`src/rtl/seawater_spiciness_poly_top_macros.svh`:
```
`ifndef SEAWATER_SPICINESS_POLY_TOP_MACROS_SVH
`define SEAWATER_SPICINESS_POLY_TOP_MACROS_SVH

// Both macros expect i_clk and i_rst_n in the enclosing module.
`define SSP_ASSERT_IMP(name, ante, cons, msg) \
    name: assert property (@(posedge i_clk) disable iff (!i_rst_n) (ante) |-> (cons)) \
        else $error(msg);

`define SSP_ASSERT_NXT(name, ante, cons, msg) \
    name: assert property (@(posedge i_clk) disable iff (!i_rst_n) (ante) |=> (cons)) \
        else $error(msg);

`endif

```
`src/rtl/ssp_pkg.sv`:
```
package ssp_pkg;

    localparam int FRAC_BITS_DEF = 16;
    localparam int COEF_FRAC     = 34;
    localparam int AW            = 64;
    localparam int SPLIT_W       = 32;
    localparam int T_W           = 23;
    localparam int S_W           = 22;
    localparam int Y_W           = 22;
    localparam int IN_TDATA_W    = 48;
    localparam int OUT_TDATA_W   = 24;
    localparam int T_POW         = 6;
    localparam int S_POW         = 5;

    typedef logic signed [AW-1:0] t_acc;

    localparam int COEF_MANT [T_POW][S_POW] = '{
        '{0, 77442, -585, -984, -206},
        '{51655, 2034, -2742, -85, 136},
        '{664783, -24681, -1428, 3337, 7894},
        '{-54023, 7326, 70036, -30412, -10853},
        '{3949, -3029, -38209, 10012, 47133},
        '{-636, -1309, 6048, -11409, -6676}
    };

    localparam int COEF_DEXP [T_POW][S_POW] = '{
        '{0, 5, 5, 6, 6},
        '{6, 6, 7, 7, 7},
        '{8, 8, 8, 8, 9},
        '{9, 9, 10, 10, 10},
        '{10, 11, 11, 11, 12},
        '{12, 12, 12, 13, 13}
    };

    // Rounds m * 2^e / 10^k half away from zero by restoring long division.
    function automatic t_acc make_coef(int m, int k, int e);
        longint unsigned d;
        longint unsigned um;
        longint unsigned q;
        longint unsigned r;
        int n;
        d  = 1;
        for (n = 0; n < k; n++) begin
            d = d * 10;
        end
        um = (m < 0) ? longint'(-m) : longint'(m);
        q  = 0;
        r  = 0;
        for (n = 31; n >= 0; n--) begin
            r = (r << 1) | ((um >> n) & 64'd1);
            q = q << 1;
            if (r >= d) begin
                r = r - d;
                q = q + 1;
            end
        end
        for (n = 0; n < e; n++) begin
            q = q << 1;
            r = r << 1;
            if (r >= d) begin
                r = r - d;
                q = q + 1;
            end
        end
        if ((r << 1) >= d) begin
            q = q + 1;
        end
        return (m < 0) ? t_acc'(-q) : t_acc'(q);
    endfunction

    function automatic t_acc coef_val(int i, int j);
        return make_coef(COEF_MANT[i][j], COEF_DEXP[i][j], COEF_FRAC + 6 * (i + j));
    endfunction

endpackage

```
`src/rtl/ssp_out.sv`:
```
module ssp_out #(
    parameter int FRAC_BITS = ssp_pkg::FRAC_BITS_DEF
) (
    input  logic                           i_clk,
    input  logic                           i_rst_n,
    input  logic                           i_valid,
    output logic                           o_ready,
    input  ssp_pkg::t_acc                  i_acc,
    output logic                           o_valid,
    input  logic                           i_ready,
    output logic [ssp_pkg::Y_W-1:0]        o_y,
    output logic                           o_sat
);

    localparam int AW = ssp_pkg::AW;
    localparam int YW = ssp_pkg::Y_W;
    localparam int SH = ssp_pkg::COEF_FRAC - FRAC_BITS;
    localparam int UW = AW + 1 - SH;
    localparam logic [AW:0]   HALF  = (AW + 1)'(1) << (SH - 1);
    localparam logic [UW-1:0] U_MAX = UW'((64'd1 << (YW - 1)) - 64'd1);
    localparam logic [UW-1:0] U_MIN = UW'(64'd1 << (YW - 1));
    localparam logic [YW-1:0] Y_MAX = YW'(U_MAX);
    localparam logic [YW-1:0] Y_MIN = YW'(U_MIN);

    logic          w_rdy_a;
    logic          w_rdy_b;
    logic          r_va;
    logic          r_vb;
    logic [AW:0]   n_a_sum;
    logic [UW-1:0] r_a_u;
    logic          r_a_neg;
    logic [YW-1:0] n_b_y;
    logic          n_b_sat;
    logic [YW-1:0] r_b_y;
    logic          r_b_sat;

    assign w_rdy_b = !r_vb || i_ready;
    assign w_rdy_a = !r_va || w_rdy_b;
    assign o_ready = w_rdy_a;
    assign o_valid = r_vb;
    assign o_y     = r_b_y;
    assign o_sat   = r_b_sat;

    always_comb begin
        n_a_sum = (i_acc[AW-1] ? {1'b0, ~i_acc} : {1'b0, i_acc})
                  + (AW + 1)'(i_acc[AW-1]) + HALF;
    end

    always_comb begin
        if (!r_a_neg && r_a_u > U_MAX) begin
            n_b_y   = Y_MAX;
            n_b_sat = 1'b1;
        end else if (r_a_neg && r_a_u > U_MIN) begin
            n_b_y   = Y_MIN;
            n_b_sat = 1'b1;
        end else if (r_a_neg) begin
            n_b_y   = YW'(~r_a_u[YW-1:0] + 1'b1);
            n_b_sat = 1'b0;
        end else begin
            n_b_y   = r_a_u[YW-1:0];
            n_b_sat = 1'b0;
        end
    end

    always_ff @(posedge i_clk) begin
        if (!i_rst_n) begin
            r_va <= 1'b0;
            r_vb <= 1'b0;
        end else begin
            if (w_rdy_a) begin
                r_va <= i_valid;
            end
            if (w_rdy_b) begin
                r_vb <= r_va;
            end
        end
    end

    always_ff @(posedge i_clk) begin
        if (w_rdy_a) begin
            r_a_u   <= UW'(n_a_sum >> SH);
            r_a_neg <= i_acc[AW-1];
        end
        if (w_rdy_b) begin
            r_b_y   <= n_b_y;
            r_b_sat <= n_b_sat;
        end
    end

endmodule

```
`config.mk`:
```
export PLATFORM = sky130hd
export DESIGN_NAME = ssp_out
export DESIGN_NICKNAME = d
export VERILOG_FILES = /design/src/rtl/seawater_spiciness_poly_top_macros.svh /design/src/rtl/ssp_pkg.sv /design/src/rtl/ssp_out.sv
export SDC_FILE = /design/constraint.sdc
export NUM_CORES = 1
export LEC_CHECK = 0
export ABC_AREA = 1
export BUFFER_PORTS_ARGS = -buffer_cell sky130_fd_sc_hd__buf_2
export CELL_PAD_IN_SITES_DETAIL_PLACEMENT = 1
export CELL_PAD_IN_SITES_GLOBAL_PLACEMENT = 1
export CORE_MARGIN = 5
export CORE_UTILIZATION = 40
export CTS_CLUSTER_SIZE = 12
export DETAILED_ROUTE_END_ITERATION = 7
export PLACE_DENSITY = 0.8
export SYNTH_ARGS = -nofsm -noshare
export SYNTH_HDL_FRONTEND = slang
export SYNTH_SLANG_ARGS = --single-unit
export TNS_END_PERCENT = 100
```
`constraint.sdc`:
```
create_clock -name i_clk -period 2.8 [get_ports i_clk]
set_input_delay 0.14 -clock i_clk [delete_from_list [all_inputs] [get_ports i_clk]]
set_output_delay 0.14 -clock i_clk [all_outputs]
set_load 0.02 [all_outputs]
```
==> summary.md <==
| Metric | Value |
|---|---|
| Post-synth top area share | 0.225 |
| Synth warn | 0 |
| Maximum VDD drop | 0.258 mV |
| Outcome | complete, no violations |
| CP Capture Type | flip-flop |
| Hold Buf Count CTS | 0 |
| Synth cell types | 31 |
| Number of vias per cell | ~5 |
| Critical path launch point type | primary input |
| Fmax | roughly 380 MHz |
| Iter 0 DRT Violations | between 400 and 500 |
| Setup Skew | about 13 ps |
| PnR Total Power | ~6.3 mW |
| Syn Area/Cell | between 6 and 7 sq um |
| Final nets | 2034 |
| Postcts setup bufs | 0 |
| Seq cells post-synth | 73 |
| Crit path time final | between 2000 and 3000 ps |
| Number of port buffers | a little over 90 |
| Total GRT Usage | 0.247 |
| DR pass1 iterations | 5 |
| Routed length per instance | approximately 16 microns |
| Worst-skew pair later-pin latency | roughly 350 ps |
| Area grow syn2layout | 18.2% |
| Die width | about 170 microns |
| IO Count | 93 |
| Synth top area cells | nand2_1 (23%), edfxtp_1 (21%), ha_1 (16%) |
| Final setup viols | 0 |
| Post-Syn Nets | between 1.5k and 2k |
| Core ar. | between 20000 and 30000 sq um |
| Clock Pin Slew Worst Setup and Hold Paths | 70 ps |
| Ant. Diodes | 0 |
| Crit path kind | primary input to flip-flop |
| WP data arrival | around 2700 ps |
| Final ANT Viol Nets | 0 |
| Max-slew headroom | 0.371 |
| Max Cap Viol | 0 |
| Layout cells sized above 1 | 0.115 |
| Worst EP required | roughly 2900 ps |
| Crit Path Max Fanout | 14 |
| Seq/Total Area, Yosys | 0.215 |
| RSZ-0062 raised after global routing | no |
| Hold path cells | 3 |
| Via count | roughly 11k |
| Hold Violations, Final | 0 |
| Clock tree from TritonCTS | done |
| Post-Route Setup TNS | 0 ps |
| Number of remaining DRC errors | 0 |
| Die Y | between 150 and 200 microns |
| PD cells | between 500 and 600 nW/um^2 |
| Rows | just under 60 |
| First-pass GRT wire length | ~56 mm |
| Die Area | 28600 sq um |
| CTS Sinks | between 70 and 80 |
| Initial core utilization | 0.404 |
| WL final | about 35 mm |
| Remaining Overflow, GRT | 0 |
| Hpwl dp | roughly 31 mm |
| CTS Root Cell | clkbuf_16 |
| CTS resizes | 0 |
| Slew @ Worst Pin | between 900 and 1000 ps |
| Largest net degree at the start of global routing | 51 |
| Num CTS Buffers | 9 |
| Reg2Reg Depth | 8 |
| Vias in the first global route | 11.1k |
| Clock Path Buffers | 2 |
| Mapped Area | 10100 sq um |
| Initial antenna violation count | 1 |
| Final Max Slew Viols | 0 |
| Hold Crit Class | primary input to flip-flop |
| Final GP Congestion | approximately 0.95 |
| Post-Synthesis Cells | approximately 1.7k |
| H-tree depth | 3 |
| Area leader, netlist | nand2_1 |
| Lkg Pwr | about 7 nW |
| Final worst path period share | 0.940 |
[critical path, cell delays in order]
cell and delay, ps:
buf_6 190, buf_4 230, ha_1 270, xnor2_1 150, ha_1 360, nand2_1 190
inv_1 60, a21oi_1 170, buf_4 150, o21ai_1 90, inv_1 90, nand3_1 260
xor2_1 230, buf_4 140
[path summary, 6_finish.rpt]
path              slack [ps]        to  startpoint
hold / removal            30   o_valid     i_rst_n
hold reg to reg          470   o_valid        r_va
setup / recovery         170  r_a_u[8]   i_acc[63]
setup reg to reg         480    o_y[9]    r_a_u[0]
[synthesized netlist by cell type]
library cell and instances:
a21boi_0 1, o21bai_1 8, inv_1 363, clkbuf_1 1, nand3b_1 3, clkinv_1 1
o31ai_1 1, nor2_1 144, xor2_1 31, dfxtp_1 2, nor4_1 4, nor3_1 18
buf_4 5, nand2_1 607, xnor2_1 64, edfxtp_1 71, nand2_2 5, inv_2 2
nand4_1 9, nor4_2 1, o21ai_1 2, ha_1 126, nand3_1 69, nor2_4 1
buf_2 7, nand3_2 1, nor3_2 2, and2_1 1, o21ai_0 30, a21oi_1 80
nor2b_1 1
[logic make-up after synthesis]
| kind of cell | after synthesis | synth area share |
|---|---|---|
| and+or+nand+nor | 866 | 0.341 |
| buffers and inverters | 379 | 0.143 |
| adders and majority gates | 126 | 0.156 |
| AOI/OAI and AO/OA | 122 | 0.0628 |
| xor gates and xnor gates | 95 | 0.0822 |
| DFF | 73 | 0.215 |
[registers in the layout, summed over array words and instances, names as in the netlist]
| register | count |
|---|---|
| r_a_u | 47 |
| o_y | 22 |
| o_sat | 1 |
| o_valid | 1 |
| r_a_neg | 1 |
| r_va | 1 |
[per-stage QoR]
stage	instances	util	setup slack, ps	cell area, sq um	hold slack, ps
final	2175	0.478	167	12000	33.9
after global routing	2175	0.478	2.90	12000	58.3
after CTS	2175	0.478	144	12000	24.1
after detailed placement	2159	0.465	-226	11600	393
after global placement	2159	0.465	-190	11600	391
after floorplan	1661	-	284	10100	239
[cells in the final DEF, fill, tap and decap left out, types with 2 or more instances in the layout]
master and n:
nand3b_1 3, o21ai_0 30, nand2_2 5, dfxtp_1 2
o21bai_1 8, nor3_2 2, nand2_1 607, nor4_1 4
buf_2 91, nand4_1 9, inv_2 2, bufinv_16 2
xnor2_1 64, nand3_1 68, ha_1 126, inv_1 363
nor2_1 141, o21ai_1 2, nor3_1 18, edfxtp_1 71
a21oi_1 79, nor2_2 3, nand3_2 2, buf_4 86
xor2_1 31, buf_12 3, clkinvlp_4 2, clkbuf_16 9
[power breakdown]
part,total (mW),switching (mW),internal (mW),leakage (nW)
logic,3.18,2.02,1.16,6.08
registers,1.83,0.242,1.59,0.758
clock network,1.31,0.523,0.787,0.149
[routing by layer]
layer  vias to the layer above  track usage  part of all wire
li1                       5439            -                 -
met1                      4986        0.305              0.44
met2                       192        0.457              0.50
met3                        46       0.0245             0.035
met4                         0       0.0676             0.026
met5                         -            0                 0
[layout make-up]
class | count | area (sq um)
Clock buffer | 10 | 229
Clock inverter | 6 | 92.6
Fill cell | 3534 | 13100
Inverter | 366 | 1370
Multi-Input combinational cell | 1209 | 6520
Sequential cell | 73 | 2170
Tap cell | 330 | 413
Timing Repair Buffer | 181 | 1170
Note: power is estimated with default switching activity, not from simulation.
