`src/rtl/seawater_spiciness_poly_top_macros.svh`:
```
`ifndef SEAWATER_SPICINESS_POLY_TOP_MACROS_SVH
`define SEAWATER_SPICINESS_POLY_TOP_MACROS_SVH

// Both macros expect i_clk and i_rst_n in the enclosing module.
`define SSP_ASSERT_IMP(name, ante, cons, msg) \
    name: assert property (@(posedge i_clk) disable iff (!i_rst_n) (ante) |-> (cons)) \
        else $error(msg);

`define SSP_ASSERT_NXT(name, ante, cons, msg) \
    name: assert property (@(posedge i_clk) disable iff (!i_rst_n) (ante) |=> (cons)) \
        else $error(msg);

`endif

```
`src/rtl/ssp_pkg.sv`:
```
package ssp_pkg;

    localparam int FRAC_BITS_DEF = 16;
    localparam int COEF_FRAC     = 34;
    localparam int AW            = 64;
    localparam int SPLIT_W       = 32;
    localparam int T_W           = 23;
    localparam int S_W           = 22;
    localparam int Y_W           = 22;
    localparam int IN_TDATA_W    = 48;
    localparam int OUT_TDATA_W   = 24;
    localparam int T_POW         = 6;
    localparam int S_POW         = 5;

    typedef logic signed [AW-1:0] t_acc;

    localparam int COEF_MANT [T_POW][S_POW] = '{
        '{0, 77442, -585, -984, -206},
        '{51655, 2034, -2742, -85, 136},
        '{664783, -24681, -1428, 3337, 7894},
        '{-54023, 7326, 70036, -30412, -10853},
        '{3949, -3029, -38209, 10012, 47133},
        '{-636, -1309, 6048, -11409, -6676}
    };

    localparam int COEF_DEXP [T_POW][S_POW] = '{
        '{0, 5, 5, 6, 6},
        '{6, 6, 7, 7, 7},
        '{8, 8, 8, 8, 9},
        '{9, 9, 10, 10, 10},
        '{10, 11, 11, 11, 12},
        '{12, 12, 12, 13, 13}
    };

    // Rounds m * 2^e / 10^k half away from zero by restoring long division.
    function automatic t_acc make_coef(int m, int k, int e);
        longint unsigned d;
        longint unsigned um;
        longint unsigned q;
        longint unsigned r;
        int n;
        d  = 1;
        for (n = 0; n < k; n++) begin
            d = d * 10;
        end
        um = (m < 0) ? longint'(-m) : longint'(m);
        q  = 0;
        r  = 0;
        for (n = 31; n >= 0; n--) begin
            r = (r << 1) | ((um >> n) & 64'd1);
            q = q << 1;
            if (r >= d) begin
                r = r - d;
                q = q + 1;
            end
        end
        for (n = 0; n < e; n++) begin
            q = q << 1;
            r = r << 1;
            if (r >= d) begin
                r = r - d;
                q = q + 1;
            end
        end
        if ((r << 1) >= d) begin
            q = q + 1;
        end
        return (m < 0) ? t_acc'(-q) : t_acc'(q);
    endfunction

    function automatic t_acc coef_val(int i, int j);
        return make_coef(COEF_MANT[i][j], COEF_DEXP[i][j], COEF_FRAC + 6 * (i + j));
    endfunction

endpackage

```
`src/rtl/ssp_cell.sv`:
```
`include "seawater_spiciness_poly_top_macros.svh"

module ssp_cell #(
    parameter int FRAC_BITS = ssp_pkg::FRAC_BITS_DEF,
    parameter int LANES     = 1,
    parameter int SIDE_W    = 1
) (
    input  logic                        i_clk,
    input  logic                        i_rst_n,
    input  logic                        i_valid,
    output logic                        o_ready,
    input  ssp_pkg::t_acc               i_acc [LANES],
    input  ssp_pkg::t_acc               i_add [LANES],
    input  logic signed [FRAC_BITS+6:0] i_x,
    input  logic [SIDE_W-1:0]           i_side,
    output logic                        o_valid,
    input  logic                        i_ready,
    output ssp_pkg::t_acc               o_acc [LANES],
    output logic signed [FRAC_BITS+6:0] o_x,
    output logic [SIDE_W-1:0]           o_side
);

    localparam int AW   = ssp_pkg::AW;
    localparam int LW   = ssp_pkg::SPLIT_W;
    localparam int HW   = AW - LW;
    localparam int NORM = FRAC_BITS + 6;
    localparam int XW   = NORM + 1;
    localparam int PW   = AW + XW + 1;
    localparam logic [PW-1:0] HALF = PW'(1) << (NORM - 1);

    logic w_rdy1;
    logic w_rdy2;
    logic w_rdy3;
    logic w_rdy4;
    logic r_v1;
    logic r_v2;
    logic r_v3;
    logic r_v4;

    logic [AW-1:0]        n_s1_ua  [LANES];
    logic                 n_s1_neg [LANES];
    logic [XW-1:0]        n_s1_ux;
    logic [AW-1:0]        r_s1_ua  [LANES];
    logic                 r_s1_neg [LANES];
    logic [XW-1:0]        r_s1_ux;
    ssp_pkg::t_acc        r_s1_add [LANES];
    logic signed [XW-1:0] r_s1_x;
    logic [SIDE_W-1:0]    r_s1_side;

    logic [HW+XW-1:0]     n_s2_phi [LANES];
    logic [LW+XW-1:0]     n_s2_plo [LANES];
    logic [HW+XW-1:0]     r_s2_phi [LANES];
    logic [LW+XW-1:0]     r_s2_plo [LANES];
    logic                 r_s2_neg [LANES];
    ssp_pkg::t_acc        r_s2_add [LANES];
    logic signed [XW-1:0] r_s2_x;
    logic [SIDE_W-1:0]    r_s2_side;

    logic [AW-1:0]        n_s3_r   [LANES];
    logic [AW-1:0]        r_s3_r   [LANES];
    logic                 r_s3_neg [LANES];
    ssp_pkg::t_acc        r_s3_add [LANES];
    logic signed [XW-1:0] r_s3_x;
    logic [SIDE_W-1:0]    r_s3_side;

    ssp_pkg::t_acc        n_s4_acc [LANES];
    ssp_pkg::t_acc        r_s4_acc [LANES];
    logic signed [XW-1:0] r_s4_x;
    logic [SIDE_W-1:0]    r_s4_side;

    assign w_rdy4  = !r_v4 || i_ready;
    assign w_rdy3  = !r_v3 || w_rdy4;
    assign w_rdy2  = !r_v2 || w_rdy3;
    assign w_rdy1  = !r_v1 || w_rdy2;
    assign o_ready = w_rdy1;
    assign o_valid = r_v4;
    assign o_acc   = r_s4_acc;
    assign o_x     = r_s4_x;
    assign o_side  = r_s4_side;

    always_comb begin
        n_s1_ux = i_x[XW-1] ? XW'(~i_x + 1'b1) : XW'(i_x);
        for (int l = 0; l < LANES; l++) begin
            n_s1_ua[l]  = i_acc[l][AW-1] ? AW'(~i_acc[l] + 1'b1) : AW'(i_acc[l]);
            n_s1_neg[l] = i_acc[l][AW-1] ^ i_x[XW-1];
        end
    end

    always_comb begin
        for (int l = 0; l < LANES; l++) begin
            n_s2_phi[l] = r_s1_ua[l][AW-1:LW] * r_s1_ux;
            n_s2_plo[l] = r_s1_ua[l][LW-1:0] * r_s1_ux;
        end
    end

    always_comb begin
        for (int l = 0; l < LANES; l++) begin
            n_s3_r[l] = AW'((PW'({r_s2_phi[l], {LW{1'b0}}}) + PW'(r_s2_plo[l]) + HALF)
                            >> NORM);
        end
    end

    always_comb begin
        for (int l = 0; l < LANES; l++) begin
            n_s4_acc[l] = r_s3_neg[l] ? ssp_pkg::t_acc'(r_s3_add[l] - r_s3_r[l])
                                      : ssp_pkg::t_acc'(r_s3_add[l] + r_s3_r[l]);
        end
    end

    always_ff @(posedge i_clk) begin
        if (!i_rst_n) begin
            r_v1 <= 1'b0;
            r_v2 <= 1'b0;
            r_v3 <= 1'b0;
            r_v4 <= 1'b0;
        end else begin
            if (w_rdy1) begin
                r_v1 <= i_valid;
            end
            if (w_rdy2) begin
                r_v2 <= r_v1;
            end
            if (w_rdy3) begin
                r_v3 <= r_v2;
            end
            if (w_rdy4) begin
                r_v4 <= r_v3;
            end
        end
    end

    always_ff @(posedge i_clk) begin
        if (w_rdy1) begin
            r_s1_ua   <= n_s1_ua;
            r_s1_neg  <= n_s1_neg;
            r_s1_ux   <= n_s1_ux;
            r_s1_add  <= i_add;
            r_s1_x    <= i_x;
            r_s1_side <= i_side;
        end
        if (w_rdy2) begin
            r_s2_phi  <= n_s2_phi;
            r_s2_plo  <= n_s2_plo;
            r_s2_neg  <= r_s1_neg;
            r_s2_add  <= r_s1_add;
            r_s2_x    <= r_s1_x;
            r_s2_side <= r_s1_side;
        end
        if (w_rdy3) begin
            r_s3_r    <= n_s3_r;
            r_s3_neg  <= r_s2_neg;
            r_s3_add  <= r_s2_add;
            r_s3_x    <= r_s2_x;
            r_s3_side <= r_s2_side;
        end
        if (w_rdy4) begin
            r_s4_acc  <= n_s4_acc;
            r_s4_x    <= r_s3_x;
            r_s4_side <= r_s3_side;
        end
    end

    `SSP_ASSERT_IMP(a_blocked_only_when_full, !o_ready, r_v1 && r_v2 && r_v3 && r_v4 && !i_ready, "Cell refused an item while a stage was empty.")
    `SSP_ASSERT_NXT(a_zero_factor_product, r_v1 && w_rdy2 && r_s1_ux == '0, r_s2_phi[0] == '0 && r_s2_plo[0] == '0, "Zero factor gave a nonzero product.")
    `SSP_ASSERT_NXT(a_zero_term_keeps_addend, r_v3 && w_rdy4 && r_s3_r[0] == '0, r_s4_acc[0] == $past(r_s3_add[0]), "Zero product term changed the addend.")

endmodule

```
`config.mk`:
```
export PLATFORM = sky130hd
export DESIGN_NAME = ssp_cell
export DESIGN_NICKNAME = d
export VERILOG_FILES = /design/src/rtl/ssp_pkg.sv /design/src/rtl/ssp_cell.sv
export VERILOG_INCLUDE_DIRS = /design/src /design/src/rtl
export SDC_FILE = /design/constraint.sdc
export NUM_CORES = 2
export LEC_CHECK = 0
export ABC_AREA = 1
export BUFFER_PORTS_ARGS = -buffer_cell sky130_fd_sc_hd__clkbuf_2
export CAP_MARGIN = 20
export CORE_MARGIN = 4
export CORE_UTILIZATION = 45
export CTS_CLUSTER_DIAMETER = 50
export DETAILED_ROUTE_END_ITERATION = 16
export PLACE_DENSITY = 0.68
export SETUP_SLACK_MARGIN = 0.2
export SKIP_CTS_REPAIR_TIMING = 1
export SYNTH_ARGS = -nofsm -noshare
export SYNTH_HDL_FRONTEND = slang
export SYNTH_SLANG_ARGS = --single-unit
export TNS_END_PERCENT = 1
```
`constraint.sdc`:
```
create_clock -name i_clk -period 23.1 [get_ports i_clk]
set_clock_uncertainty 0.2 [all_clocks]
set_input_delay 6.93 -clock i_clk [delete_from_list [all_inputs] [get_ports i_clk]]
set_output_delay 6.93 -clock i_clk [all_outputs]
set_load 0.1 [all_outputs]
```
==> impl_metrics.toml <==
[yosys]
syn_avg_cell_area_sq_um = 8.13
synth_top_family_by_area = "adder cells"
muxShareOfSynthArea = 0
synth_top_area_frac = 0.312
syn_nets = 11700
synth_seq_cells = 597
yosysTopAreaCell = "fa_1"
synth_cell_types = 54
synthTopCellsByArea = "fa_1 (31%), edfxtp_1 (22%), nand2_1 (13%), inv_1 (12%), ha_1 (6.9%)"
synth_xor_area_frac = 0.0280
syn-cell-area_sq_um = 80300
yosys_most_used_dff = "edfxtp_1"
synth-edff-count = 593
yosys.area_share.simple = 0.195
yosysWarnings = 0
seq_area_frac_synth = 0.223
synth-compound-area-share = 0.0408
async_flop_share = 0
synth_fa_ha_area_frac = 0.381
syn_inst = 9875

[worst_setup_path]
path_class = "primary input to output pin"
start_kind = "primary input"
worstPathCellList = "clkbuf_2, nor2_1, clkinv_2, nor2_1, inv_6, nor2_1, nand2_8, clkbuf_2"
rrSetupSlack_ns = 15.18
r2r_end = "r_s2_plo[39]"
cp_common_cell = "nor2_1"
cp-end-kind = "output pin"
required_ns = 15.97
reg2regPathDepth = 21
slowest_delay_ns = 0.60
timing.rr.start = "r_s1_ux[15]"
cp_slowest_cell = "nor2_1"
cp_data_arrival_time_ns = 9.60
worst-path-max-fanout = 81

[clocking]
path_clk_slew_ns = 0.06
clk_latency_ns = 0.67
root_buffer = "clkbuf_16"
htreeDepth = 3
cts.sinks = 597
clockBufferDepth = 3
cts_inserted_buffers = 69
cts_tree = "done"

[placed_design]
dpl.hpwl_microns = 192000
gp_congestion = 0.986
io_buffers = 245

[global_route]
antenna_found_initial = 7
grt_max_degree = 82
track_usage = 0.259
grt_pass1_wl_microns = 374000
grt_pass1_vias = 67800
gr-total-overflow = 0

[die]
fp.dieH_microns = 431
rows = 154
die_w_microns = 431
io_pins = 246
start_util = 0.454
core_area_sq_um = 177000
fp.dieArea_sq_um = 185000

[timing]
slew_headroom = 0.197
period_needed_ns = 16.73
slew_violations = 0
setup_viol = 0
rsz0062_at_grt = "false"
max_freq_mhz = 59.8
tightest_slew_ns = 1.20
finalCritPeriodShare = 0.724
fin_setup_tns_ns = 0
hold_viol_final = 0

[route]
drt-initial-drc-count = 5120
drc = 0
routedWlPerCell_microns = 19.2
drtPass1Iterations = 6
antenna_left = 0
route.detailed.vias_per_inst = 5.16
vias = 63800
wl_microns = 237000

[min_path]
holdPathStages = 0
worstHoldPathType = "register to register"
min_from = "r_s2_neg"
hold_end = "r_s3_neg"

[final_layout]
layout.nets = 11800
drive_gt1_frac = 0.0506
syn_to_final_growth_pct = 7.65

[job]
cap_viol_max_count = 0

[run_status]
status = "completed"
==> cell type report <==
| class | instances | area, sq um |
|---|---|---|
| fillers | 17000 | 90400 |
| multi-input cells | 6445 | 51800 |
| flip-flops and latches | 597 | 17900 |
| inverters | 2524 | 9490 |
| well taps | 2340 | 2930 |
| repair buffers | 340 | 2050 |
| clock buffers | 77 | 1760 |
| clock inverters | 50 | 539 |
| diodes | 3 | 7.51 |
==> cells in the mapped netlist (3+ instances only) <==
cell type and instances:
a21boi_0 4, a21o_1 16, a21oi_1 291, a31oi_1 5, and3_1 5, buf_1 52
clkbuf_1 255, dfxtp_1 4, edfxtp_1 593, fa_1 1253, ha_1 444, inv_1 2514
inv_2 9, nand2_1 2708, nand2_2 6, nand2_4 3, nand3_1 256, nand3_2 6
nand3b_1 18, nand4_1 102, nor2_1 653, nor2_2 5, nor2_4 4, nor3_1 83
nor3_2 5, nor4_1 16, o21a_1 18, o21ai_0 206, o21ai_1 13, o21ai_2 4
o21bai_1 29, o21bai_2 3, o31ai_1 6, or2_1 3, or2_2 3, xnor2_1 43
xor2_1 214
==> state kept, by name, indices dropped and copies added (netlist names), 22 cells and up <==
| name | cells |
|---|---|
| r_s1_add | 64 |
| r_s1_ua | 64 |
| r_s2_phi | 54 |
| r_s1_x | 22 |
| r_s3_add | 64 |
| r_s3_x | 23 |
| r_s1_ux | 23 |
| r_s2_add | 64 |
| r_s2_x | 23 |
| r_s3_r | 64 |
| o_acc | 64 |
| r_s2_plo | 34 |
| o_x | 23 |
==> through the flow <==
stage	instances	setup slack [ns]	cell area (sq um)	util	hold WS, ns
final	12400	6.37	86500	0.489	0.208
after detailed placement	12200	6.27	84000	0.475	0.205
after floorplan	9875	1.16	80300	-	0.200
after global placement	12200	6.23	84000	0.475	0.201
after CTS	12400	6.30	86300	0.488	0.188
after global routing	12400	6.18	86500	0.489	0.214
==> cell usage in the layout (no fill, tap or decap), drive strengths merged, types with 6 or more instances in the layout <==
master	n
a21o	16
a21oi	293
buf	95
clkbuf	322
clkinv	30
clkinvlp	7
edfxtp	593
fa	1253
ha	444
inv	2534
nand2	2717
nand3	262
nand3b	19
nand4	102
nor2	662
nor3	90
nor4	18
o21a	18
o21ai	224
o21bai	32
o31ai	6
or2	8
xnor2	43
xor2	214
==> metal layers <==
layer / global-route usage / part of all wire / up-vias
met1: 0.338 / 0.41 / 31300
met4: 0.0878 / 0.037 / 6
li1: - / - / 29500
met3: 0.0451 / 0.075 / 504
met5: 0 / 0.00014 / -
met2: 0.437 / 0.47 / 2503
==> worst max-delay path by stage <==
stage,end,start,cells after the start
finish,o_ready,i_ready,8
detailed placement,o_ready,i_ready,8
floorplan,o_ready,i_ready,6
global placement,o_ready,i_ready,8
CTS,o_ready,i_ready,8
global route,o_ready,i_ready,8
==> cell families (layout without fill, tap and decap cells) <==
family                   count (synthesis)  after routing
AND/OR/NAND/NOR                       3888           3888
buffers and inverters                 2833           2991
adder cells (fa/ha/maj)               1697           1697
AO/OA/AOI/OAI                          603            603
flip-flops                             597            597
XOR/XNOR                               257            257
other                                    0              3
==> worst max-delay path: cells and delay by family <==
kind / cells / cell delay, ns
buf+inv: 4 / 1.10
simple gates: 4 / 1.51
Power is left out: the tool's default activity adds up to more than one toggle a clock period on the data nets, which glitch-free logic cannot reach.
