===== config.mk =====
export PLATFORM = sky130hd
export DESIGN_NAME = ssp_front
export DESIGN_NICKNAME = d
export VERILOG_FILES = /design/src/rtl/seawater_spiciness_poly_top_macros.svh /design/src/rtl/ssp_pkg.sv /design/src/rtl/ssp_front.sv
export SDC_FILE = /design/constraint.sdc
export NUM_CORES = 1
export LEC_CHECK = 0
export BUFFER_PORTS_ARGS = -buffer_cell sky130_fd_sc_hd__buf_2
export CORE_MARGIN = 2
export CORE_UTILIZATION = 48
export CTS_BUF_LIST = sky130_fd_sc_hd__clkbuf_4
export DETAILED_ROUTE_END_ITERATION = 8
export MAX_ROUTING_LAYER = met4
export PLACE_DENSITY = 0.87
export SLEW_MARGIN = 10
export SYNTH_ARGS = -nofsm -noshare
export SYNTH_HDL_FRONTEND = slang
export SYNTH_SLANG_ARGS = --single-unit
export TNS_END_PERCENT = 5

===== constraint.sdc =====
create_clock -name i_clk -period 4.9 [get_ports i_clk]
set_clock_uncertainty 0.05 [all_clocks]
set_input_delay 1.47 -clock i_clk [delete_from_list [all_inputs] [get_ports i_clk]]
set_output_delay 1.47 -clock i_clk [all_outputs]
set_load 0.01 [all_outputs]

===== src/rtl/seawater_spiciness_poly_top_macros.svh =====
`ifndef SEAWATER_SPICINESS_POLY_TOP_MACROS_SVH
`define SEAWATER_SPICINESS_POLY_TOP_MACROS_SVH

// Both macros expect i_clk and i_rst_n in the enclosing module.
`define SSP_ASSERT_IMP(name, ante, cons, msg) \
    name: assert property (@(posedge i_clk) disable iff (!i_rst_n) (ante) |-> (cons)) \
        else $error(msg);

`define SSP_ASSERT_NXT(name, ante, cons, msg) \
    name: assert property (@(posedge i_clk) disable iff (!i_rst_n) (ante) |=> (cons)) \
        else $error(msg);

`endif


===== src/rtl/ssp_pkg.sv =====
package ssp_pkg;

    localparam int FRAC_BITS_DEF = 16;
    localparam int COEF_FRAC     = 34;
    localparam int AW            = 64;
    localparam int SPLIT_W       = 32;
    localparam int T_W           = 23;
    localparam int S_W           = 22;
    localparam int Y_W           = 22;
    localparam int IN_TDATA_W    = 48;
    localparam int OUT_TDATA_W   = 24;
    localparam int T_POW         = 6;
    localparam int S_POW         = 5;

    typedef logic signed [AW-1:0] t_acc;

    localparam int COEF_MANT [T_POW][S_POW] = '{
        '{0, 77442, -585, -984, -206},
        '{51655, 2034, -2742, -85, 136},
        '{664783, -24681, -1428, 3337, 7894},
        '{-54023, 7326, 70036, -30412, -10853},
        '{3949, -3029, -38209, 10012, 47133},
        '{-636, -1309, 6048, -11409, -6676}
    };

    localparam int COEF_DEXP [T_POW][S_POW] = '{
        '{0, 5, 5, 6, 6},
        '{6, 6, 7, 7, 7},
        '{8, 8, 8, 8, 9},
        '{9, 9, 10, 10, 10},
        '{10, 11, 11, 11, 12},
        '{12, 12, 12, 13, 13}
    };

    // Rounds m * 2^e / 10^k half away from zero by restoring long division.
    function automatic t_acc make_coef(int m, int k, int e);
        longint unsigned d;
        longint unsigned um;
        longint unsigned q;
        longint unsigned r;
        int n;
        d  = 1;
        for (n = 0; n < k; n++) begin
            d = d * 10;
        end
        um = (m < 0) ? longint'(-m) : longint'(m);
        q  = 0;
        r  = 0;
        for (n = 31; n >= 0; n--) begin
            r = (r << 1) | ((um >> n) & 64'd1);
            q = q << 1;
            if (r >= d) begin
                r = r - d;
                q = q + 1;
            end
        end
        for (n = 0; n < e; n++) begin
            q = q << 1;
            r = r << 1;
            if (r >= d) begin
                r = r - d;
                q = q + 1;
            end
        end
        if ((r << 1) >= d) begin
            q = q + 1;
        end
        return (m < 0) ? t_acc'(-q) : t_acc'(q);
    endfunction

    function automatic t_acc coef_val(int i, int j);
        return make_coef(COEF_MANT[i][j], COEF_DEXP[i][j], COEF_FRAC + 6 * (i + j));
    endfunction

endpackage


===== src/rtl/ssp_front.sv =====
module ssp_front #(
    parameter int FRAC_BITS = ssp_pkg::FRAC_BITS_DEF
) (
    input  logic                          i_clk,
    input  logic                          i_rst_n,
    input  logic                          i_valid,
    output logic                          o_ready,
    input  logic signed [ssp_pkg::T_W-1:0] i_temperature,
    input  logic [ssp_pkg::S_W-1:0]        i_salinity,
    output logic                          o_valid,
    input  logic                          i_ready,
    output logic signed [FRAC_BITS+6:0]   o_tc,
    output logic signed [FRAC_BITS+6:0]   o_sc
);

    localparam int NORM = FRAC_BITS + 6;
    localparam int XW   = NORM + 1;
    localparam int CW   = (NORM + 2 > ssp_pkg::T_W + 1) ? NORM + 2 : ssp_pkg::T_W + 1;
    localparam logic signed [CW-1:0] LIM_HI = CW'((64'sd1 <<< NORM) - 64'sd1);
    localparam logic signed [CW-1:0] LIM_LO = CW'(-(64'sd1 <<< NORM));
    localparam logic signed [CW-1:0] S_OFS  = CW'(64'sd35 <<< FRAC_BITS);

    logic                 r_v;
    logic signed [XW-1:0] r_tc;
    logic signed [XW-1:0] r_sc;
    logic signed [CW-1:0] w_t;
    logic signed [CW-1:0] w_s;
    logic signed [XW-1:0] n_tc;
    logic signed [XW-1:0] n_sc;
    logic                 w_rdy;

    assign w_rdy   = !r_v || i_ready;
    assign o_ready = w_rdy;
    assign o_valid = r_v;
    assign o_tc    = r_tc;
    assign o_sc    = r_sc;

    always_comb begin
        w_t = CW'(i_temperature);
        w_s = signed'(CW'(i_salinity)) - S_OFS;
        if (w_t > LIM_HI) begin
            n_tc = XW'(LIM_HI);
        end else if (w_t < LIM_LO) begin
            n_tc = XW'(LIM_LO);
        end else begin
            n_tc = XW'(w_t);
        end
        if (w_s > LIM_HI) begin
            n_sc = XW'(LIM_HI);
        end else if (w_s < LIM_LO) begin
            n_sc = XW'(LIM_LO);
        end else begin
            n_sc = XW'(w_s);
        end
    end

    always_ff @(posedge i_clk) begin
        if (!i_rst_n) begin
            r_v <= 1'b0;
        end else if (w_rdy) begin
            r_v <= i_valid;
        end
    end

    always_ff @(posedge i_clk) begin
        if (w_rdy) begin
            r_tc <= n_tc;
            r_sc <= n_sc;
        end
    end

endmodule


==> results.sh, run 1 <==
export IMPL_path_cells="buf_2 > nand2b_2 > buf_2"
export IMPL_outcome="finished clean"
export IMPL_grt_overflow_total=0
export IMPL_internal_power_mw=0.577
export IMPL_post_drt_wl_per_cell_um=12.8
export IMPL_holdPathStages=2
export IMPL_ios=97
export IMPL_min_to="o_sc[5]$_SDFFCE_PN1P_"
export IMPL_drt_iter0_markers=44
export IMPL_setup_violations=0
export IMPL_final_util=0.638
export IMPL_postCtsHoldBufs=0
export IMPL_path_common_cell="buf_2"
export IMPL_drc=0
export IMPL_worst_slew_pin_slew_ns=0.560
export IMPL_synth_fp_nets=153
export IMPL_crit_path_max_fanout=2
export IMPL_hold_path_class="flop to flop"
export IMPL_synth_cells=102
export IMPL_fillerInstances=265
export IMPL_synth_compound_area_frac=0.0217
export IMPL_crit_family="buffers and inverters"
export IMPL_yosys_area_share_simple=0.00674
export IMPL_antenna_cells=0
export IMPL_cts_tree="yes"
export IMPL_netlist_area_um2=1670
export IMPL_worst_path_max_delay_cell="nand2b_2"
export IMPL_hold_viol_final=0
export IMPL_power_density_nw_per_um2=346
export IMPL_worstHoldStart="o_valid$_SDFFE_PN0P_"
export IMPL_p_seq_frac=0.651
export IMPL_postCtsSetupBuffers=0
export IMPL_grt_setup_unrepaired="false"
export IMPL_vias=936
export IMPL_critical_path_buf_inv_count=2
export IMPL_synth_xor_area_frac=0.0210
export IMPL_cts_root_buf="clkbuf_4"
export IMPL_area_growth_pct=27.5
export IMPL_yosys_mux_area_fraction=0
export IMPL_synth_warnings=0
export IMPL_clk_insertion_delay_late_ns=0.34
export IMPL_slowest_delay_ns=0.16
export IMPL_criticalPathCategory="primary input to output port"
export IMPL_leakagePower_nw=0.962
export IMPL_die_h_um=63.0
export IMPL_r2r_start="o_valid$_SDFFE_PN0P_"
export IMPL_drive_above_1_share=0.637
export IMPL_r2r_end="o_tc[17]$_SDFFCE_PN1P_"
export IMPL_relSlewSlack=0.626
export IMPL_rows=21
export IMPL_worstSetupEndpointType="output port"
export IMPL_dp_hpwl_mm=2.02
export IMPL_min_period_ns=3.39
export IMPL_peakVddDrop_uv=224
export IMPL_cts_htree_levels=2
export IMPL_grt_pass1_vias=876
export IMPL_die_w_um=63.0
export IMPL_p_sw_frac=0.218
export IMPL_cts_made_buffers=5
export IMPL_io_buffers=96
export IMPL_regToRegSetupSlack_ns=3.60
export IMPL_drv_slew=0
export IMPL_dp_slack_ns=1.51
export IMPL_synth_cell_types=13
export IMPL_clockPowerShare=0.243
export IMPL_yosysSeqAreaShare=0.839
export IMPL_crit_arrival_ns=1.87
export IMPL_gp_congestion=0.666
export IMPL_grt_pass1_wl_mm=4.07
export IMPL_grt_start_max_net_pins=48
export IMPL_wl_mm=2.73
export IMPL_nets=218
export IMPL_dp_cells=206
export IMPL_antenna_found_initial=0
export IMPL_cts_path_max_buffers=2
export IMPL_fmax_mhz=295
export IMPL_final_period_utilization=0.691
export IMPL_r2r_cells=2
export IMPL_stdcell_count=214
export IMPL_tns_ns=0
export IMPL_clk_pin_slew_ns=0.13
export IMPL_via_per_inst=4.37
export IMPL_dieArea_um2=3970
export IMPL_worstSetupStartpointType="primary input"
export IMPL_p_comb_frac=0.106
export IMPL_core_area_um2=3340
export IMPL_critPathLaunch="i_ready"
export IMPL_drtPass1Iterations=4
export IMPL_yosys_area_share_adder=0.0150
export IMPL_route_antenna_remaining_nets=0
export IMPL_cts_num_sinks=47
export IMPL_required_ns=3.38
export IMPL_setup_ws_ns=1.51
export IMPL_switching_power_mw=0.161
export IMPL_track_usage=0.145
export IMPL_postCtsResizedCells=0
export IMPL_drv_cap=0
export IMPL_syn_avg_cell_area_um2=16.4
export IMPL_start_util=0.501
export IMPL_ys_ff_latch=47
export IMPL_synth_top_family_by_area="buffers and inverters"
[registers in the layout (all words and copies together), names as in the netlist]
register and flops:
o_sc 23, o_valid 1, o_tc 23
[per-layer routing]
layer  track usage  wire (um)  vias to the layer above
met5             -          0                        -
met1         0.159       1010                      426
met2         0.229       1380                       56
met4        0.0583         44                        0
met3        0.0685        300                        5
li1              -          -                      449
[worst reg2reg max path: stages, from the launching register on]
cell      delay [ns]
dfxtp_1         0.34
nand2b_2        0.07
buf_4           0.47
[synth_stat cells]
master	number	area, um^2
a2111oi_2	1	15.0
a21boi_0	1	7.51
a21oi_1	1	5.00
clkbuf_1	39	146
dfxtp_1	1	20.0
edfxtp_1	46	1380
ha_1	2	25.0
inv_1	4	15.0
nand2b_1	1	6.26
nor3_1	1	5.00
o41ai_1	1	8.76
xnor2_1	2	17.5
xor2_1	2	17.5
[metrics by stage]
stage,total power [mW],hold slack (ns),instance area (um^2)
6_report,0.737,0.906,2130
5_1_grt,0.767,0.968,2130
2_1_floorplan,0.528,1.55,1670
4_1_cts,0.747,0.919,2130
3_5_place_dp,0.569,0.892,2070
3_3_place_gp,0.565,0.860,2070
[layout make-up]
| class | instances | area [um^2] | share of cell area |
|---|---|---|---|
| repair buffers | 97 | 488 | 0.229 |
| multi-input cells | 12 | 110 | 0.0517 |
| well taps | 46 | 57.6 | 0.0270 |
| flip-flops and latches | 47 | 1400 | 0.658 |
| clock buffers | 7 | 52.6 | 0.0247 |
| inverters | 4 | 15.0 | 0.00705 |
| clock inverters | 1 | 5.00 | 0.00235 |
[layout by cell type (no fill, tap or decap)]
master	instances
xnor2_1	2
nor3_1	1
dfxtp_1	1
nand2b_2	1
ha_1	2
buf_2	96
a2111oi_2	1
buf_4	1
o41ai_1	1
clkbuf_4	7
a21boi_0	1
inv_1	4
a21oi_1	1
xor2_1	2
clkinv_2	1
edfxtp_1	46
[cell families after synthesis]
family / after synthesis
buffers and inverters: 43
adders and majority gates: 2
AOI/OAI and AO/OA: 4
and+or+nand+nor: 2
DFF: 47
xor gates and xnor gates: 4
[power groups by stage]
stage	sequential [mW]	combinational (mW)	clock (mW)
after floorplan	0.508	0.0198	0
after global placement	0.488	0.0763	0
after detailed placement	0.490	0.0791	0
after CTS	0.481	0.0792	0.188
after global routing	0.483	0.0848	0.200
final	0.480	0.0779	0.180
[worst max-delay path by stage]
stage / end / slack (ns) / depth (start not counted)
detailed placement: o_ready / 1.51 / 3
CTS: o_ready / 1.51 / 3
finish: o_ready / 1.51 / 3
global route: o_ready / 1.50 / 3
floorplan: o_ready / 0.68 / 1
global placement: o_ready / 1.52 / 3
Power figures use the tool's default switching activity.
==> inputs of run 2 (changes only) <==
--- a/config.mk
+++ b/config.mk
@@ -7,11 +7,11 @@
 export LEC_CHECK = 0
 export BUFFER_PORTS_ARGS = -buffer_cell sky130_fd_sc_hd__buf_2
 export CORE_MARGIN = 2
-export CORE_UTILIZATION = 48
+export CORE_UTILIZATION = 40
 export CTS_BUF_LIST = sky130_fd_sc_hd__clkbuf_4
 export DETAILED_ROUTE_END_ITERATION = 8
 export MAX_ROUTING_LAYER = met4
-export PLACE_DENSITY = 0.87
+export PLACE_DENSITY = 0.77
 export SLEW_MARGIN = 10
 export SYNTH_ARGS = -nofsm -noshare
 export SYNTH_HDL_FRONTEND = slang
==> constraint.sdc (replaced) <==
create_clock -name i_clk -period 3.09 [get_ports i_clk]
set_clock_uncertainty 0.05 [all_clocks]
set_input_delay 0.927 -clock i_clk [delete_from_list [all_inputs] [get_ports i_clk]]
set_output_delay 0.927 -clock i_clk [all_outputs]
set_load 0.01 [all_outputs]
==> run 2 against run 1 <==
  * Final area is 2.5% higher
  * Global-route usage is 0.70 points lower
  * Combinational power is 60% higher
  * Register-to-register slack worse by 1.8 ns
  * Flip-flop and latch count stayed put
  * Critical path type unchanged
  * Cell count is 1.9% higher
  * Sequential power is 59% higher
==> results.sh, run 2 (same netlist as run 1, synthesis figures left out) <==
export IMPL_criticalPathCategory="primary input to output port"
export IMPL_worstSetupStartpointType="primary input"
export IMPL_r2r_start="o_valid$_SDFFE_PN0P_"
export IMPL_die_h_um=68.6
export IMPL_regToRegSetupSlack_ns=1.76
export IMPL_drv_slew=0
export IMPL_outcome="finished clean"
export IMPL_drt_iter0_markers=34
export IMPL_io_buffers=96
export IMPL_crit_path_end="o_ready"
export IMPL_drtPass1Iterations=2
export IMPL_fillerInstances=349
export IMPL_postCtsResizedCells=0
export IMPL_min_period_ns=2.33
export IMPL_vias=944
export IMPL_antenna_cells=0
export IMPL_grt_setup_unrepaired="false"
export IMPL_power_mw=1.33
export IMPL_clk_insertion_delay_late_ns=0.35
export IMPL_route_antenna_remaining_nets=0
export IMPL_final_period_utilization=0.755
export IMPL_wl_mm=2.96
export IMPL_critPathLaunch="i_ready"
export IMPL_hold_path_class="primary input to flop"
export IMPL_clk_pin_slew_ns=0.13
export IMPL_drc=0
export IMPL_peakVddDrop_uv=298
export IMPL_required_ns=2.11
export IMPL_drv_cap=0
export IMPL_nets=218
export IMPL_area_growth_pct=30.6
export IMPL_grt_pass1_wl_mm=4.28
export IMPL_dp_slack_ns=0.757
export IMPL_postCtsSetupBuffers=0
export IMPL_cts_root_buf="clkbuf_4"
export IMPL_cts_tree="yes"
export IMPL_post_drt_wl_per_cell_um=13.6
export IMPL_via_per_inst=4.33
export IMPL_fmax_mhz=429
export IMPL_final_util=0.546
export IMPL_core_area_um2=4000
export IMPL_gp_congestion=0.725
export IMPL_worstSetupEndpointType="output port"
export IMPL_cts_htree_levels=2
export IMPL_rows=23
export IMPL_cts_path_max_buffers=2
export IMPL_final_cell_mix="buf_2, edfxtp_1, clkbuf_4"
export IMPL_ios=97
export IMPL_cts_made_buffers=5
export IMPL_r2r_cells=2
export IMPL_worst_slew_pin_slew_ns=0.569
export IMPL_crit_arrival_ns=1.35
export IMPL_postCtsHoldBufs=0
export IMPL_grt_pass1_vias=934
export IMPL_setup_violations=0
export IMPL_drive_above_1_share=0.637
export IMPL_grt_start_max_net_pins=48
export IMPL_hold_viol_final=0
export IMPL_stdcell_area_um2=2180
export IMPL_dieArea_um2=4710
export IMPL_setup_ws_ns=0.758
export IMPL_r2r_end="o_tc[7]$_SDFFCE_PN1P_"
export IMPL_mostFrequentLayoutCell="buf_2"
export IMPL_antenna_found_initial=0
export IMPL_tns_ns=0
export IMPL_relSlewSlack=0.621
export IMPL_cts_num_sinks=47
export IMPL_start_util=0.418
export IMPL_dp_hpwl_mm=2.23
export IMPL_postPlaceCellArea_um2=2080
export IMPL_track_usage=0.138
export IMPL_power_density_nw_per_um2=608
export IMPL_crit_path_max_fanout=2
export IMPL_leakagePower_nw=0.977
export IMPL_die_w_um=68.6
export IMPL_grt_overflow_total=0
run 2: stage by stage:
step                cells  hold WS, ns
CTS                   218        0.664
global route          218        0.643
detailed placement    210        0.930
finish                218        0.685
floorplan             102         1.01
global placement      210        0.887
run 2: worst min-delay path by stage:
| stage | slack [ns] | cells after the start | end | startpoint |
|---|---|---|---|---|
| 2_1_floorplan | 1.01 | 1 | o_sc[16]$_SDFFCE_PN1P_ | i_salinity[16] |
| 3_3_place_gp | 0.89 | 2 | o_tc[1]$_SDFFCE_PN1P_ | o_valid$_SDFFE_PN0P_ |
| 5_1_grt | 0.64 | 1 | o_sc[1]$_SDFFCE_PN1P_ | i_salinity[1] |
| 3_5_place_dp | 0.93 | 2 | o_sc[9]$_SDFFCE_PN1P_ | o_valid$_SDFFE_PN0P_ |
| 6_report | 0.68 | 1 | o_tc[1]$_SDFFCE_PN1P_ | i_temperature[1] |
| 4_1_cts | 0.66 | 1 | o_tc[3]$_SDFFCE_PN1P_ | i_temperature[3] |
run 2: worst max-delay path, cell delays in order:
cell      delay [ns]
buf_2           0.09
nand2b_2        0.18
buf_2           0.15
run 2: area by class of cell:
type	count	area, um^2	area share
clock inverters	3	67.6	0.0310
flip-flops and latches	47	1400	0.642
clock buffers	5	37.5	0.0172
well taps	50	62.6	0.0287
repair buffers	97	488	0.224
inverters	4	15.0	0.00688
multi-input cells	12	110	0.0505
run 2: layer usage:
| layer | GRT usage | vias up | routed length, um |
|---|---|---|---|
| met4 | 0.0750 | 0 | 53 |
| met2 | 0.218 | 61 | 1540 |
| li1 | - | 450 | - |
| met1 | 0.143 | 428 | 1010 |
| met3 | 0.0649 | 5 | 357 |
| met5 | - | - | 0 |
run 2: report_power, final:
| part | total (mW) | switching [mW] | internal, mW |
|---|---|---|---|
| logic | 0.125 | 0.0678 | 0.0571 |
| clock network | 0.441 | 0.190 | 0.251 |
| registers | 0.761 | 0.0103 | 0.751 |
| total | 1.33 | 0.268 | 1.06 |
==> inputs of run 3 (changes only) <==
--- a/config.mk
+++ b/config.mk
@@ -7,11 +7,11 @@
 export LEC_CHECK = 0
 export BUFFER_PORTS_ARGS = -buffer_cell sky130_fd_sc_hd__buf_2
 export CORE_MARGIN = 2
-export CORE_UTILIZATION = 40
+export CORE_UTILIZATION = 45
 export CTS_BUF_LIST = sky130_fd_sc_hd__clkbuf_4
 export DETAILED_ROUTE_END_ITERATION = 8
 export MAX_ROUTING_LAYER = met4
-export PLACE_DENSITY = 0.77
+export PLACE_DENSITY = 0.82
 export SLEW_MARGIN = 10
 export SYNTH_ARGS = -nofsm -noshare
 export SYNTH_HDL_FRONTEND = slang
==> constraint.sdc (replaced) <==
create_clock -name i_clk -period 2.2 [get_ports i_clk]
set_clock_uncertainty 0.05 [all_clocks]
set_input_delay 0.66 -clock i_clk [delete_from_list [all_inputs] [get_ports i_clk]]
set_output_delay 0.66 -clock i_clk [all_outputs]
set_load 0.01 [all_outputs]
==> run 3 against run 2 <==
  * Sequential power increased by 41%
  * Global-route usage increased by 0.67 points
  * Combinational power increased by 39%
  * Flip-flop and latch count unchanged
  * Via count increased by 0.42%
  * Final area decreased by 0.11%
  * Core utilization increased by 5.9 points
  * Hold slack got worse by 0.25 ns
  * Setup slack got worse by 0.37 ns
  * First-iteration DRC count increased by 140%
  * Critical path type unchanged
  * Largest cell class unchanged
  * Highest routed layer unchanged
==> results.sh, run 3 (same netlist as run 1, synthesis figures left out) <==
export IMPL_required_ns=1.49
export IMPL_dp_slack_ns=0.388
export IMPL_cts_root_buf="clkbuf_4"
export IMPL_cts_path_max_buffers=2
export IMPL_dieArea_um2=4220
export IMPL_cts_tree="yes"
export IMPL_clockPowerShare=0.330
export IMPL_postCtsSetupBuffers=0
export IMPL_p_seq_frac=0.576
export IMPL_gp_congestion=0.652
export IMPL_outcome="finished clean"
export IMPL_clk_insertion_delay_late_ns=0.33
export IMPL_grt_pass1_vias=904
export IMPL_drt_iter0_markers=82
export IMPL_fillerInstances=282
export IMPL_area_growth_pct=30.5
export IMPL_rows=22
export IMPL_postPlaceCellArea_um2=2070
export IMPL_power_mw=1.86
export IMPL_leakagePower_nw=0.982
export IMPL_worstSetupStartpointType="primary input"
export IMPL_io_buffers=96
export IMPL_setup_ws_ns=0.392
export IMPL_antenna_found_initial=0
export IMPL_drtPass1Iterations=4
export IMPL_grt_pass1_wl_mm=4.20
export IMPL_power_density_nw_per_um2=853
export IMPL_p_comb_frac=0.094
export IMPL_die_w_um=64.9
export IMPL_drive_above_1_share=0.637
export IMPL_post_drt_wl_per_cell_um=13.7
export IMPL_wl_mm=2.95
export IMPL_internal_power_mw=1.50
export IMPL_grt_start_max_net_pins=48
export IMPL_crit_path_max_fanout=2
export IMPL_drv_cap=0
export IMPL_antenna_cells=0
export IMPL_setup_violations=0
export IMPL_die_h_um=64.9
export IMPL_hold_path_class="primary input to flop"
export IMPL_clk_pin_slew_ns=0.13
export IMPL_vias=948
export IMPL_worstSetupEndpointType="output port"
export IMPL_track_usage=0.145
export IMPL_via_per_inst=4.39
export IMPL_switching_power_mw=0.356
export IMPL_min_period_ns=1.81
export IMPL_hold_viol_final=0
export IMPL_final_cell_mix="buf_2, edfxtp_1, clkbuf_4"
export IMPL_cts_made_buffers=5
export IMPL_stdcell_area_um2=2180
export IMPL_postCtsHoldBufs=0
export IMPL_cts_htree_levels=2
export IMPL_fmax_mhz=553
export IMPL_route_antenna_remaining_nets=0
export IMPL_relSlewSlack=0.627
export IMPL_ios=97
export IMPL_core_area_um2=3610
export IMPL_whs_ns=0.432
export IMPL_p_sw_frac=0.192
export IMPL_cts_num_sinks=47
export IMPL_dp_hpwl_mm=2.31
export IMPL_drc=0
export IMPL_mostFrequentLayoutCell="buf_2"
export IMPL_worst_slew_pin_slew_ns=0.560
export IMPL_peakVddDrop_uv=389
export IMPL_grt_setup_unrepaired="false"
export IMPL_start_util=0.463
export IMPL_crit_arrival_ns=1.10
export IMPL_grt_overflow_total=0
export IMPL_tns_ns=0
export IMPL_postCtsResizedCells=0
export IMPL_criticalPathCategory="primary input to output port"
export IMPL_nets=218
export IMPL_drv_slew=0
export IMPL_final_period_utilization=0.822
==> run 3: layout make-up <==
cell class,instances,area [um^2],area share
multi-input combinational,12,110,0.0505
sequential,47,1400,0.643
clock inverter,2,60.1,0.0276
inverter,4,15.0,0.00689
timing repair buffer,97,488,0.224
tap,48,60.1,0.0276
clock buffer,6,45.0,0.0207
==> run 3: path summary, 6_finish.rpt <==
check                  startpoint                     end  slack, ns  depth (start not counted)
max                       i_ready                 o_ready       0.39                          3
min             i_temperature[14]  o_tc[14]$_SDFFCE_PN1P_       0.43                          1
max reg2reg  o_valid$_SDFFE_PN0P_   o_sc[1]$_SDFFCE_PN1P_       0.88                          2
min reg2reg  o_valid$_SDFFE_PN0P_   o_sc[3]$_SDFFCE_PN1P_       0.93                          2
==> run 3: per-stage QoR <==
step / cells / utilization
4_1_cts: 216 / 0.604
2_1_floorplan: 102 / -
6_report: 216 / 0.604
5_1_grt: 216 / 0.604
3_3_place_gp: 208 / 0.575
3_5_place_dp: 208 / 0.575
==> run 3: metal layers <==
layer | share of wire | global-route usage | vias up
met3 | 0.10 | 0.0365 | 6
met5 | 0 | - | -
met2 | 0.49 | 0.223 | 61
met1 | 0.40 | 0.176 | 432
met4 | 0.014 | 0.0798 | 0
li1 | - | - | 449
==> run 3: worst max-delay path, stage by stage <==
cell and delay (ns):
buf_2 0.09, nand2b_2 0.19, buf_2 0.15
==> run 3: power groups by stage <==
stage | Combinational (mW) | Sequential (mW) | Clock, mW
after CTS | 0.177 | 1.07 | 0.627
after floorplan | 0.0444 | 1.13 | 0
after global placement | 0.171 | 1.09 | 0
final | 0.174 | 1.07 | 0.613
after detailed placement | 0.178 | 1.09 | 0
after global routing | 0.190 | 1.08 | 0.664
